<file path="config.mk">
export PLATFORM = sky130hd
export DESIGN_NAME = skin_pixel_centroid
export DESIGN_NICKNAME = d
export VERILOG_FILES = /design/src/spc_pkg.sv /design/src/spc_datapath.sv /design/src/spc_ctrl.sv /design/src/skin_pixel_centroid.sv
export VERILOG_INCLUDE_DIRS = /design/src /design/src/src
export SDC_FILE = /design/constraint.sdc
export NUM_CORES = 1
export LEC_CHECK = 0
export BUFFER_PORTS_ARGS = -buffer_cell sky130_fd_sc_hd__buf_2
export CELL_PAD_IN_SITES_DETAIL_PLACEMENT = 0
export CELL_PAD_IN_SITES_GLOBAL_PLACEMENT = 2
export CORE_UTILIZATION = 41
export DETAILED_ROUTE_END_ITERATION = 12
export GPL_ROUTABILITY_DRIVEN = 0
export PLACE_DENSITY_LB_ADDON = 0.1
export SYNTH_ARGS = -nofsm -noshare
export SYNTH_HDL_FRONTEND = slang
export SYNTH_SLANG_ARGS = --single-unit
</file>
<file path="constraint.sdc">
create_clock -name i_clk -period 14.9 [get_ports i_clk]
set_clock_uncertainty 0.1 [all_clocks]
set_input_delay 0 -clock i_clk [delete_from_list [all_inputs] [get_ports i_clk]]
set_output_delay 0 -clock i_clk [all_outputs]
set_load 0.005 [all_outputs]
</file>
<file path="src/skin_pixel_centroid_defines.svh">
// ----------------------------------------------------------------------------
// Skin pixel centroid assertion macros
// Shared concurrent assertion forms used by the controller.
// ----------------------------------------------------------------------------
`ifndef SKIN_PIXEL_CENTROID_DEFINES_SVH
`define SKIN_PIXEL_CENTROID_DEFINES_SVH

`ifndef ASSERT_OFF

// Condition in the same cycle.
`define SPC_ASSERT_SAME(lbl, clk, rstn, ante, cons) \
    lbl: assert property (@(posedge clk) disable iff (!(rstn)) (ante) |-> (cons)) \
        else $error("spc assertion failed");

// Condition in the following cycle.
`define SPC_ASSERT_NEXT(lbl, clk, rstn, ante, cons) \
    lbl: assert property (@(posedge clk) disable iff (!(rstn)) (ante) |=> (cons)) \
        else $error("spc assertion failed");

`else

`define SPC_ASSERT_SAME(lbl, clk, rstn, ante, cons)
`define SPC_ASSERT_NEXT(lbl, clk, rstn, ante, cons)

`endif

`endif

</file>
<file path="src/spc_pkg.sv">
// ----------------------------------------------------------------------------
// Skin pixel centroid package
// Widths, register indexes and the command and status bundles shared by the
// controller and the datapath.
// ----------------------------------------------------------------------------
package spc_pkg;

    // Coordinate counters and frame size.
    localparam int COORD_BITS  = 12;
    localparam int DIM_BITS    = 13;
    localparam int CENTER_BITS = 12;
    localparam int SUM_BITS    = 37;
    localparam int CNT_BITS    = 25;
    localparam int PIX_BITS    = 8;
    localparam int CFG_BITS    = 25;
    localparam int IDX_BITS    = 3;
    localparam int STEP_BITS   = 6;
    localparam int DIV_STEPS   = SUM_BITS;

    localparam logic [DIM_BITS-1:0] MAX_DIM = DIM_BITS'(1 << COORD_BITS);

    // Configuration register indexes.
    typedef enum logic [IDX_BITS-1:0] {
        REG_FRAME_WIDTH     = 3'd0,
        REG_FRAME_HEIGHT    = 3'd1,
        REG_VALUE_MIN       = 3'd2,
        REG_SAT_LOW_TENTHS  = 3'd3,
        REG_SAT_HIGH_TENTHS = 3'd4,
        REG_HUE_MAX_DEG     = 3'd5,
        REG_MIN_SKIN_PIXELS = 3'd6
    } t_reg_index;

    // Commands from the controller to the datapath.
    typedef struct packed {
        logic capture;
        logic update;
        logic div_step;
        logic div_load_y;
        logic div_store_y;
        logic emit;
    } t_spc_cmd;

    // Status from the datapath to the controller.
    typedef struct packed {
        logic frame_done;
        logic use_div;
        logic step_last;
    } t_spc_status;

    // Frame size as used: zero acts as one, oversize clamps to the maximum.
    function automatic logic [DIM_BITS-1:0] eff_dim(input logic [DIM_BITS-1:0] v);
        logic [DIM_BITS-1:0] res;
        if (v == '0) begin
            res = DIM_BITS'(1);
        end else if (v > MAX_DIM) begin
            res = MAX_DIM;
        end else begin
            res = v;
        end
        return res;
    endfunction

endpackage

</file>
<file path="src/spc_datapath.sv">
// ----------------------------------------------------------------------------
// Skin pixel centroid datapath
// Configuration registers, skin classifier, position counters, running sums,
// a shared restoring divider and the output register.
// ----------------------------------------------------------------------------
module spc_datapath (
    input  logic                          i_clk,
    input  logic                          i_rst_n,
    input  logic                          i_cfg_we,
    input  logic [spc_pkg::IDX_BITS-1:0]  i_cfg_index,
    input  logic [spc_pkg::CFG_BITS-1:0]  i_cfg_data,
    input  logic [spc_pkg::PIX_BITS-1:0]  i_red,
    input  logic [spc_pkg::PIX_BITS-1:0]  i_green,
    input  logic [spc_pkg::PIX_BITS-1:0]  i_blue,
    input  spc_pkg::t_spc_cmd             i_cmd,
    output spc_pkg::t_spc_status          o_status,
    output logic                          o_skin_flag,
    output logic                          o_frame_done,
    output logic [spc_pkg::CENTER_BITS-1:0] o_center_x,
    output logic [spc_pkg::CENTER_BITS-1:0] o_center_y,
    output logic [spc_pkg::CNT_BITS-1:0]  o_skin_count
);
    import spc_pkg::*;

    // Configuration registers.
    logic [DIM_BITS-1:0]  r_frame_width;
    logic [DIM_BITS-1:0]  r_frame_height;
    logic [7:0]           r_value_min;
    logic [3:0]           r_sat_low;
    logic [3:0]           r_sat_high;
    logic [5:0]           r_hue_max;
    logic [CNT_BITS-1:0]  r_min_skin;

    // Frame state.
    logic [COORD_BITS-1:0] r_col;
    logic [COORD_BITS-1:0] r_row;
    logic [SUM_BITS-1:0]   r_sum_x;
    logic [SUM_BITS-1:0]   r_sum_y;
    logic [CNT_BITS-1:0]   r_total;

    // Captured pixel.
    logic [PIX_BITS-1:0] r_red;
    logic [PIX_BITS-1:0] r_green;
    logic [PIX_BITS-1:0] r_blue;

    // Result and divider registers.
    logic                   r_skin;
    logic                   r_done;
    logic [CENTER_BITS-1:0] r_cx;
    logic [CENTER_BITS-1:0] r_cy;
    logic [CNT_BITS-1:0]    r_cnt;
    logic [SUM_BITS-1:0]    r_divd;
    logic [SUM_BITS-1:0]    r_snap_y;
    logic [CNT_BITS-1:0]    r_divisor;
    logic [CNT_BITS-1:0]    r_rem;
    logic [STEP_BITS-1:0]   r_step;

    // Output register.
    logic                   r_o_skin;
    logic                   r_o_done;
    logic [CENTER_BITS-1:0] r_o_cx;
    logic [CENTER_BITS-1:0] r_o_cy;
    logic [CNT_BITS-1:0]    r_o_cnt;

    logic [DIM_BITS-1:0]   w_eff;
    logic [DIM_BITS-1:0]   h_eff;
    logic [COORD_BITS-1:0] w_last;
    logic [COORD_BITS-1:0] h_last;
    logic                  last_col;
    logic                  last_row;
    logic                  done;
    logic                  order_ok;
    logic [7:0]            d_rb;
    logic [7:0]            d_gb;
    logic [13:0]           hue_lhs;
    logic [13:0]           hue_rhs;
    logic [11:0]           ten_d;
    logic [11:0]           low_rhs;
    logic [11:0]           high_rhs;
    logic                  skin;
    logic [SUM_BITS-1:0]   n_sum_x;
    logic [SUM_BITS-1:0]   n_sum_y;
    logic [CNT_BITS-1:0]   n_total;
    logic                  use_div;
    logic [CNT_BITS:0]     trial;
    logic [CNT_BITS:0]     diff;
    logic                  q_bit;
    logic [SUM_BITS-1:0]   n_divd;
    logic [CNT_BITS-1:0]   n_rem;

    // Position of the captured pixel within the frame.
    always_comb begin
        w_eff    = eff_dim(r_frame_width);
        h_eff    = eff_dim(r_frame_height);
        w_last   = COORD_BITS'(w_eff - DIM_BITS'(1));
        h_last   = COORD_BITS'(h_eff - DIM_BITS'(1));
        last_col = (r_col >= w_last);
        last_row = (r_row >= h_last);
        done     = last_col && last_row;
    end

    // Skin test in exact integer form of the hue, saturation and value rules.
    always_comb begin
        order_ok = (r_red >= r_green) && (r_green > r_blue);
        d_rb     = r_red - r_blue;
        d_gb     = r_green - r_blue;
        hue_lhs  = 14'(d_gb) * 14'd60;
        hue_rhs  = 14'(r_hue_max) * 14'(d_rb);
        ten_d    = 12'(d_rb) * 12'd10;
        low_rhs  = 12'(r_sat_low) * 12'(r_red);
        high_rhs = 12'(r_sat_high) * 12'(r_red);
        skin     = order_ok && (hue_lhs < hue_rhs) && (ten_d > low_rhs)
                   && (ten_d < high_rhs) && (r_red > r_value_min);
    end

    // Running sums including the captured pixel.
    always_comb begin
        n_sum_x = r_sum_x + (skin ? SUM_BITS'(r_col) : '0);
        n_sum_y = r_sum_y + (skin ? SUM_BITS'(r_row) : '0);
        n_total = r_total + CNT_BITS'(skin);
        use_div = (n_total != '0) && (n_total >= r_min_skin);
    end

    // One restoring division step.
    always_comb begin
        trial  = {r_rem, r_divd[SUM_BITS-1]};
        diff   = trial - {1'b0, r_divisor};
        q_bit  = (trial >= {1'b0, r_divisor});
        n_rem  = q_bit ? diff[CNT_BITS-1:0] : trial[CNT_BITS-1:0];
        n_divd = {r_divd[SUM_BITS-2:0], q_bit};
    end

    assign o_status.frame_done = done;
    assign o_status.use_div    = use_div;
    assign o_status.step_last  = (r_step == STEP_BITS'(DIV_STEPS - 1));

    // Configuration writes, position counters and sums.
    always_ff @(posedge i_clk) begin
        if (!i_rst_n) begin
            r_frame_width  <= DIM_BITS'(640);
            r_frame_height <= DIM_BITS'(480);
            r_value_min    <= 8'd51;
            r_sat_low      <= 4'd2;
            r_sat_high     <= 4'd8;
            r_hue_max      <= 6'd40;
            r_min_skin     <= CNT_BITS'(100);
            r_col          <= '0;
            r_row          <= '0;
            r_sum_x        <= '0;
            r_sum_y        <= '0;
            r_total        <= '0;
        end else begin
            if (i_cfg_we) begin
                unique case (i_cfg_index)
                    REG_FRAME_WIDTH:     r_frame_width  <= i_cfg_data[DIM_BITS-1:0];
                    REG_FRAME_HEIGHT:    r_frame_height <= i_cfg_data[DIM_BITS-1:0];
                    REG_VALUE_MIN:       r_value_min    <= i_cfg_data[7:0];
                    REG_SAT_LOW_TENTHS:  r_sat_low      <= i_cfg_data[3:0];
                    REG_SAT_HIGH_TENTHS: r_sat_high     <= i_cfg_data[3:0];
                    REG_HUE_MAX_DEG:     r_hue_max      <= i_cfg_data[5:0];
                    REG_MIN_SKIN_PIXELS: r_min_skin     <= i_cfg_data[CNT_BITS-1:0];
                    default: begin
                    end
                endcase
            end
            if (i_cmd.update) begin
                if (done) begin
                    r_col   <= '0;
                    r_row   <= '0;
                    r_sum_x <= '0;
                    r_sum_y <= '0;
                    r_total <= '0;
                end else begin
                    r_sum_x <= n_sum_x;
                    r_sum_y <= n_sum_y;
                    r_total <= n_total;
                    if (last_col) begin
                        r_col <= '0;
                        r_row <= r_row + COORD_BITS'(1);
                    end else begin
                        r_col <= r_col + COORD_BITS'(1);
                    end
                end
            end
        end
    end

    // Pixel capture, per-item results and the divider.
    always_ff @(posedge i_clk) begin
        if (i_cmd.capture) begin
            r_red   <= i_red;
            r_green <= i_green;
            r_blue  <= i_blue;
        end
        if (i_cmd.update) begin
            r_skin <= skin;
            r_done <= done;
            if (done) begin
                r_cnt <= n_total;
                if (use_div) begin
                    r_divd    <= n_sum_x;
                    r_snap_y  <= n_sum_y;
                    r_divisor <= n_total;
                    r_rem     <= '0;
                    r_step    <= '0;
                end else begin
                    r_cx <= CENTER_BITS'(w_eff >> 1);
                    r_cy <= CENTER_BITS'(h_eff >> 1);
                end
            end else begin
                r_cnt <= '0;
                r_cx  <= '0;
                r_cy  <= '0;
            end
        end else if (i_cmd.div_load_y) begin
            // The column quotient is complete with this step; start on rows.
            r_cx   <= n_divd[CENTER_BITS-1:0];
            r_divd <= r_snap_y;
            r_rem  <= '0;
            r_step <= '0;
        end else if (i_cmd.div_step) begin
            r_divd <= n_divd;
            r_rem  <= n_rem;
            r_step <= r_step + STEP_BITS'(1);
            if (i_cmd.div_store_y) begin
                r_cy <= n_divd[CENTER_BITS-1:0];
            end
        end
        if (i_cmd.emit) begin
            r_o_skin <= r_skin;
            r_o_done <= r_done;
            r_o_cx   <= r_cx;
            r_o_cy   <= r_cy;
            r_o_cnt  <= r_cnt;
        end
    end

    assign o_skin_flag  = r_o_skin;
    assign o_frame_done = r_o_done;
    assign o_center_x   = r_o_cx;
    assign o_center_y   = r_o_cy;
    assign o_skin_count = r_o_cnt;

endmodule

</file>
<file path="src/spc_ctrl.sv">
// ----------------------------------------------------------------------------
// Skin pixel centroid controller
// Sequences capture, classification, the two centroid divisions and the
// hand-off of each result to the output register.
// ----------------------------------------------------------------------------
`include "skin_pixel_centroid_defines.svh"

module spc_ctrl (
    input  logic                 i_clk,
    input  logic                 i_rst_n,
    input  logic                 i_in_valid,
    output logic                 o_in_ready,
    output logic                 o_out_valid,
    input  logic                 i_out_ready,
    input  spc_pkg::t_spc_status i_status,
    output spc_pkg::t_spc_cmd    o_cmd
);
    import spc_pkg::*;

    typedef enum logic [2:0] {
        S_IDLE,
        S_CALC,
        S_DIVX,
        S_DIVY,
        S_EMIT
    } t_state;

    t_state   r_state;
    logic     r_in_ready;
    logic     r_out_valid;
    logic     out_free;
    t_spc_cmd cmd;

    assign out_free = !r_out_valid || i_out_ready;

    // Commands decoded from the current state.
    always_comb begin
        cmd = '0;
        unique case (r_state)
            S_IDLE: cmd.capture = i_in_valid && r_in_ready;
            S_CALC: cmd.update  = 1'b1;
            S_DIVX: begin
                cmd.div_step   = 1'b1;
                cmd.div_load_y = i_status.step_last;
            end
            S_DIVY: begin
                cmd.div_step    = 1'b1;
                cmd.div_store_y = i_status.step_last;
            end
            S_EMIT: cmd.emit = out_free;
            default: begin
            end
        endcase
    end

    // State, input ready and output valid.
    always_ff @(posedge i_clk) begin
        if (!i_rst_n) begin
            r_state     <= S_IDLE;
            r_in_ready  <= 1'b1;
            r_out_valid <= 1'b0;
        end else begin
            if (cmd.emit) begin
                r_out_valid <= 1'b1;
            end else if (i_out_ready) begin
                r_out_valid <= 1'b0;
            end
            unique case (r_state)
                S_IDLE: begin
                    if (cmd.capture) begin
                        r_state    <= S_CALC;
                        r_in_ready <= 1'b0;
                    end
                end
                S_CALC: begin
                    if (i_status.frame_done && i_status.use_div) begin
                        r_state <= S_DIVX;
                    end else begin
                        r_state <= S_EMIT;
                    end
                end
                S_DIVX: begin
                    if (i_status.step_last) begin
                        r_state <= S_DIVY;
                    end
                end
                S_DIVY: begin
                    if (i_status.step_last) begin
                        r_state <= S_EMIT;
                    end
                end
                S_EMIT: begin
                    if (out_free) begin
                        r_state    <= S_IDLE;
                        r_in_ready <= 1'b1;
                    end
                end
                default: r_state <= S_IDLE;
            endcase
        end
    end

    assign o_in_ready  = r_in_ready;
    assign o_out_valid = r_out_valid;
    assign o_cmd       = cmd;

    // Ready is only offered while waiting for a pixel.
    `SPC_ASSERT_SAME(a_ready_idle, i_clk, i_rst_n, r_in_ready, r_state == S_IDLE)
    // A result never overwrites one that has not been taken.
    `SPC_ASSERT_SAME(a_emit_free, i_clk, i_rst_n, cmd.emit, !r_out_valid || i_out_ready)
    // A captured pixel is classified in the next cycle.
    `SPC_ASSERT_NEXT(a_capture_calc, i_clk, i_rst_n, cmd.capture, r_state == S_CALC)
    // The divider only runs for a frame end with enough skin pixels.
    `SPC_ASSERT_NEXT(a_div_entry, i_clk, i_rst_n,
        (r_state == S_CALC) && !(i_status.frame_done && i_status.use_div),
        r_state == S_EMIT)

endmodule

</file>
<file path="src/skin_pixel_centroid.sv">
// ----------------------------------------------------------------------------
// Skin pixel centroid
// Classifies RGB pixels as skin and reports a per-frame centroid.
// ----------------------------------------------------------------------------
// Pixels enter in raster order on the input channel (i_in_valid/o_in_ready)
// and one result item per pixel leaves on the output channel
// (o_out_valid/i_out_ready). Row and column are counted internally from the
// frame size registers, which the user must write through
// i_cfg_we/i_cfg_index/i_cfg_data while the block is idle; the block itself
// does not enforce this. An ordinary pixel is accepted, then classified and
// accumulated, then loaded into the output register. The last pixel of a
// frame with enough skin pixels also passes through the column and row
// quotients, which share one restoring divider producing one quotient bit
// per cycle over 37 bits each. The block accepts no new pixel until the
// previous one is in the output register, as the controller sequences each
// pixel around the single classification stage. Reset restores the default
// configuration and clears the position counters and sums. When the
// receiver stalls, the finished result holds in the output register; the
// next pixel is still accepted and processed, and then waits until the
// output register is free.
// ----------------------------------------------------------------------------
module skin_pixel_centroid (
    input  logic                            i_clk,
    input  logic                            i_rst_n,
    input  logic                            i_cfg_we,
    input  logic [spc_pkg::IDX_BITS-1:0]    i_cfg_index,
    input  logic [spc_pkg::CFG_BITS-1:0]    i_cfg_data,
    input  logic                            i_in_valid,
    output logic                            o_in_ready,
    input  logic [spc_pkg::PIX_BITS-1:0]    i_red,
    input  logic [spc_pkg::PIX_BITS-1:0]    i_green,
    input  logic [spc_pkg::PIX_BITS-1:0]    i_blue,
    output logic                            o_out_valid,
    input  logic                            i_out_ready,
    output logic                            o_skin_flag,
    output logic                            o_frame_done,
    output logic [spc_pkg::CENTER_BITS-1:0] o_center_x,
    output logic [spc_pkg::CENTER_BITS-1:0] o_center_y,
    output logic [spc_pkg::CNT_BITS-1:0]    o_skin_count
);
    import spc_pkg::*;

    t_spc_cmd    cmd;
    t_spc_status status;

    // Sequencer.
    spc_ctrl u_ctrl (
        .i_clk       (i_clk),
        .i_rst_n     (i_rst_n),
        .i_in_valid  (i_in_valid),
        .o_in_ready  (o_in_ready),
        .o_out_valid (o_out_valid),
        .i_out_ready (i_out_ready),
        .i_status    (status),
        .o_cmd       (cmd)
    );

    // Classifier, accumulators and divider.
    spc_datapath u_datapath (
        .i_clk        (i_clk),
        .i_rst_n      (i_rst_n),
        .i_cfg_we     (i_cfg_we),
        .i_cfg_index  (i_cfg_index),
        .i_cfg_data   (i_cfg_data),
        .i_red        (i_red),
        .i_green      (i_green),
        .i_blue       (i_blue),
        .i_cmd        (cmd),
        .o_status     (status),
        .o_skin_flag  (o_skin_flag),
        .o_frame_done (o_frame_done),
        .o_center_x   (o_center_x),
        .o_center_y   (o_center_y),
        .o_skin_count (o_skin_count)
    );

endmodule
</file>
==> flow_metrics.tcl <==
set metrics [dict create \
    synth_fa_ha_area_share_pct 15.77 \
    dieArea_sq_um 71040 \
    fill_cells 6616 \
    synth_top_area_cell "edfxtp_1" \
    min_period_ns 12.50 \
    min_to "u_datapath.r_green[0]" \
    worstRegToRegCells 52 \
    cts_tree "yes" \
    yosys.area_share.simple_pct 16.85 \
    coreArea_sq_um 68950 \
    grt_pass1_vias 22010 \
    critPathKind "flip-flop to flip-flop" \
    layout.nets 3520 \
    yosysSeqAreaShare_pct 40.82 \
    ys.flop_type "edfxtp_1" \
    ir_worst_vdd_mv 0.1455 \
    outcome "finished, final reports clean" \
    muxShareOfSynthArea_pct 1.086 \
    cts_hold_buf 84 \
    fin_tns_setup_ns 0 \
    fin_crit_sh_pct 83.92 \
    slowest_stage "nor2_4" \
    htreeDepth 2 \
    antenna_cells 0 \
    hold_slack_ns 0.04293 \
    end_kind "flip-flop" \
    cts-buffers-inserted 52 \
    first_pass_iters 5 \
    rsz0062_at_grt "no" \
    syn_area_sq_um 28690 \
    vias_per_cell 5.422 \
    hp-start "i_green[0]" \
    critical_path.max_stage_delay_ns 0.82 \
    fp.dieH_microns 266.5 \
    clk_pin_slew_worst_paths_ns 0.06 \
    initial_utilization_pct 41.61 \
    relSlewSlack_pct 23.79 \
    synth_area_leaders "edfxtp_1 (27%), dfxtp_1 (14%), ha_1 (11%), fa_1 (4.7%), nand2_1 (4.0%)" \
    drc 0 \
    post-dp-hpwl_microns 58900 \
    io-pin-count 110 \
    maxCapViolations 0 \
    timing.rr.start "u_datapath.r_red[1]" \
    grt_max_degree 73 \
    min_path_type "input pin to flip-flop" \
    min_path_cells 2 \
    synth_top_area_share_pct 26.79 \
    via_count 22320 \
    finalInstanceArea_sq_um 32720 \
    clock_path_buffers 3 \
    overflow 0 \
    cp_max_fo 37 \
    finalWirelength_microns 82500 \
    pre_cts_ws_ns 2.324 \
    rrSetupSlack_ns 2.40 \
    layout_setup_ws_ns 2.396 \
    async_reset_ff_share_pct 0 \
    worstPathArrival_ns 12.69 \
    synth_top_family_by_area "simple AND/OR/NAND/NOR gates" \
    place_area_sq_um 30140 \
    required_ns 15.09 \
    hold_viol 0 \
    startpoint_type "flip-flop" \
    clock_latency_ns 0.62 \
    max_slew.worst_pin.slew_ns 1.134 \
    antenna_found_initial 1 \
    drt_iter0_drc 1405 \
    yosysUniqueCellTypes 89 \
    powerDensity_nw_per_um2 125.8 \
    grt_use_total_pct 23.17 \
    slew_viol_final 0 \
    ctsResizeCount 0 \
    cts_root_buffer "clkbuf_16" \
    clock_sinks 457 \
    fp.dieW_microns 266.5 \
    port_buffers 109 \
    placementRows 96 \
    wl_per_cell_microns 20.04 \
    synth_compound_area_share_pct 14.34 \
    postCtsSetupRepairBufs 0 \
    avgSynthCellArea_sq_um 9.557 \
    grt_pass1_wl_microns 127800 \
    synthXorXnorAreaFrac_pct 6.040 \
    synth_nets 3379 \
    layout-drive-gt1-share_pct 8.038 \
    power_leakage_uw 0.01364 \
    netlist_instances 3002 \
    finalSetupViolations 0 \
    worstReg2RegEnd "u_datapath.r_divd[36]" \
    syn2layout_area_growth_pct 14.05 \
    fmax_mhz 79.97 \
    antenna_left 0 \
    ys_warn_count 0 \
    ys_ff_latch 457 \
    synth_edf_count 256 \
    critPathMostFrequentCell "ha_1" \
]
Yosys cell counts, types with 19 or more instances:
cell type / count
nand3_1: 83
a21oi_1: 220
a22oi_1: 39
nor3_1: 38
xnor2_1: 115
a21o_1: 54
mux2i_1: 30
edfxtp_1: 256
fa_1: 68
clkbuf_1: 100
o21ai_1: 22
a211oi_1: 22
nor2_1: 191
and3_1: 63
nand2b_1: 34
or3_1: 24
o21ai_0: 112
o21a_1: 30
dfxtp_1: 201
nor4_1: 19
nand4_1: 37
nand2_1: 307
xor2_1: 81
and2_1: 89
o21bai_1: 29
inv_1: 241
ha_1: 252
a22o_1: 23
nor2b_1: 21
critical path: cells and delay by family, from the launching register on:
family / cells / cell delay (ns)
fa+ha+maj: 10 / 3.31
flops: 1 / 0.57
xor+xnor: 3 / 0.81
simple gates: 16 / 3.53
buf+inv: 5 / 0.84
compound gates: 18 / 2.90
cell families (layout without fill, tap and decap cells):
kind of cell | after synthesis | after routing
and+or+nand+nor | 970 | 970
AOI/OAI and AO/OA | 649 | 649
DFF | 457 | 457
buffers and inverters | 377 | 560
adders and majority gates | 321 | 321
xor gates and xnor gates | 197 | 197
muxes | 31 | 31
power breakdown:
| part | internal [uW] | leakage, uW | switching, uW |
|---|---|---|---|
| combinational | 577 | 0.00878 | 818 |
| clock | 771 | 0.000838 | 559 |
| sequential | 1360 | 0.00402 | 27.2 |
| total | 2710 | 0.0136 | 1400 |
sequential cells by signal (all words and copies together), names as in the netlist, 13 cells and up:
name / count
u_datapath.r_frame_height: 13
u_datapath.r_rem: 25
u_datapath.r_divisor: 25
u_datapath.r_snap_y: 37
u_datapath.r_sum_y: 37
u_datapath.r_total: 25
u_datapath.r_sum_x: 37
u_datapath.r_divd: 37
u_datapath.r_min_skin: 25
u_datapath.o_skin_count: 25
u_datapath.r_cnt: 25
u_datapath.r_frame_width: 13
stage by stage:
step / util (%) / total power (uW) / instances
floorplan: - / 2424 / 3002
global placement: 43.71 / 2790 / 3936
detailed placement: 43.71 / 2801 / 3936
CTS: 47.46 / 4170 / 4116
global route: 47.46 / 4406 / 4116
finish: 47.46 / 4116 / 4116
placed cells by master, fill, tap and decap left out, types with 27 or more instances in the layout:
cell type,count
nor3_1,37
dlygate4sd3_1,84
a21o_1,54
nor2_1,188
clkbuf_16,52
a21oi_1,220
and3_1,62
nand4_1,37
dfxtp_1,201
o21a_1,30
nand2_1,307
nand2b_1,34
ha_1,252
and2_1,89
xnor2_1,115
nand3_1,83
o21bai_1,29
a22oi_1,39
xor2_1,81
mux2i_1,30
buf_4,27
fa_1,68
buf_2,109
edfxtp_1,256
inv_1,240
o21ai_0,112
final cells by class:
type	count	area, sq um	area share (%)
tap	931	1165	3.560
clock inverter	28	344.1	1.052
inverter	243	915.9	2.799
multi-input combinational	2168	15580	47.60
sequential	457	11710	35.79
timing repair buffer	221	1609	4.917
clock buffer	68	1401	4.282
metal layers:
| metal | wire length, microns | global-route usage, % | vias to the layer above |
|---|---|---|---|
| met5 | 0 | 0 | - |
| met4 | 1235 | 4.396 | 0 |
| met3 | 3464 | 2.712 | 76 |
| met2 | 38630 | 38.42 | 494 |
| met1 | 39170 | 32.55 | 10900 |
| li1 | - | - | 10850 |
worst max-delay path by stage:
stage,to,cells past startpoint,from
floorplan,u_datapath.r_divd[0],52,u_datapath.r_red[1]
global placement,u_datapath.r_divd[36],50,u_datapath.r_red[1]
detailed placement,u_datapath.r_divd[29],50,u_datapath.r_red[1]
CTS,u_datapath.r_divd[31],52,u_datapath.r_red[1]
global route,u_datapath.r_divd[36],50,u_datapath.r_red[1]
finish,u_datapath.r_divd[36],52,u_datapath.r_red[1]
Power figures use the tool's default switching activity.
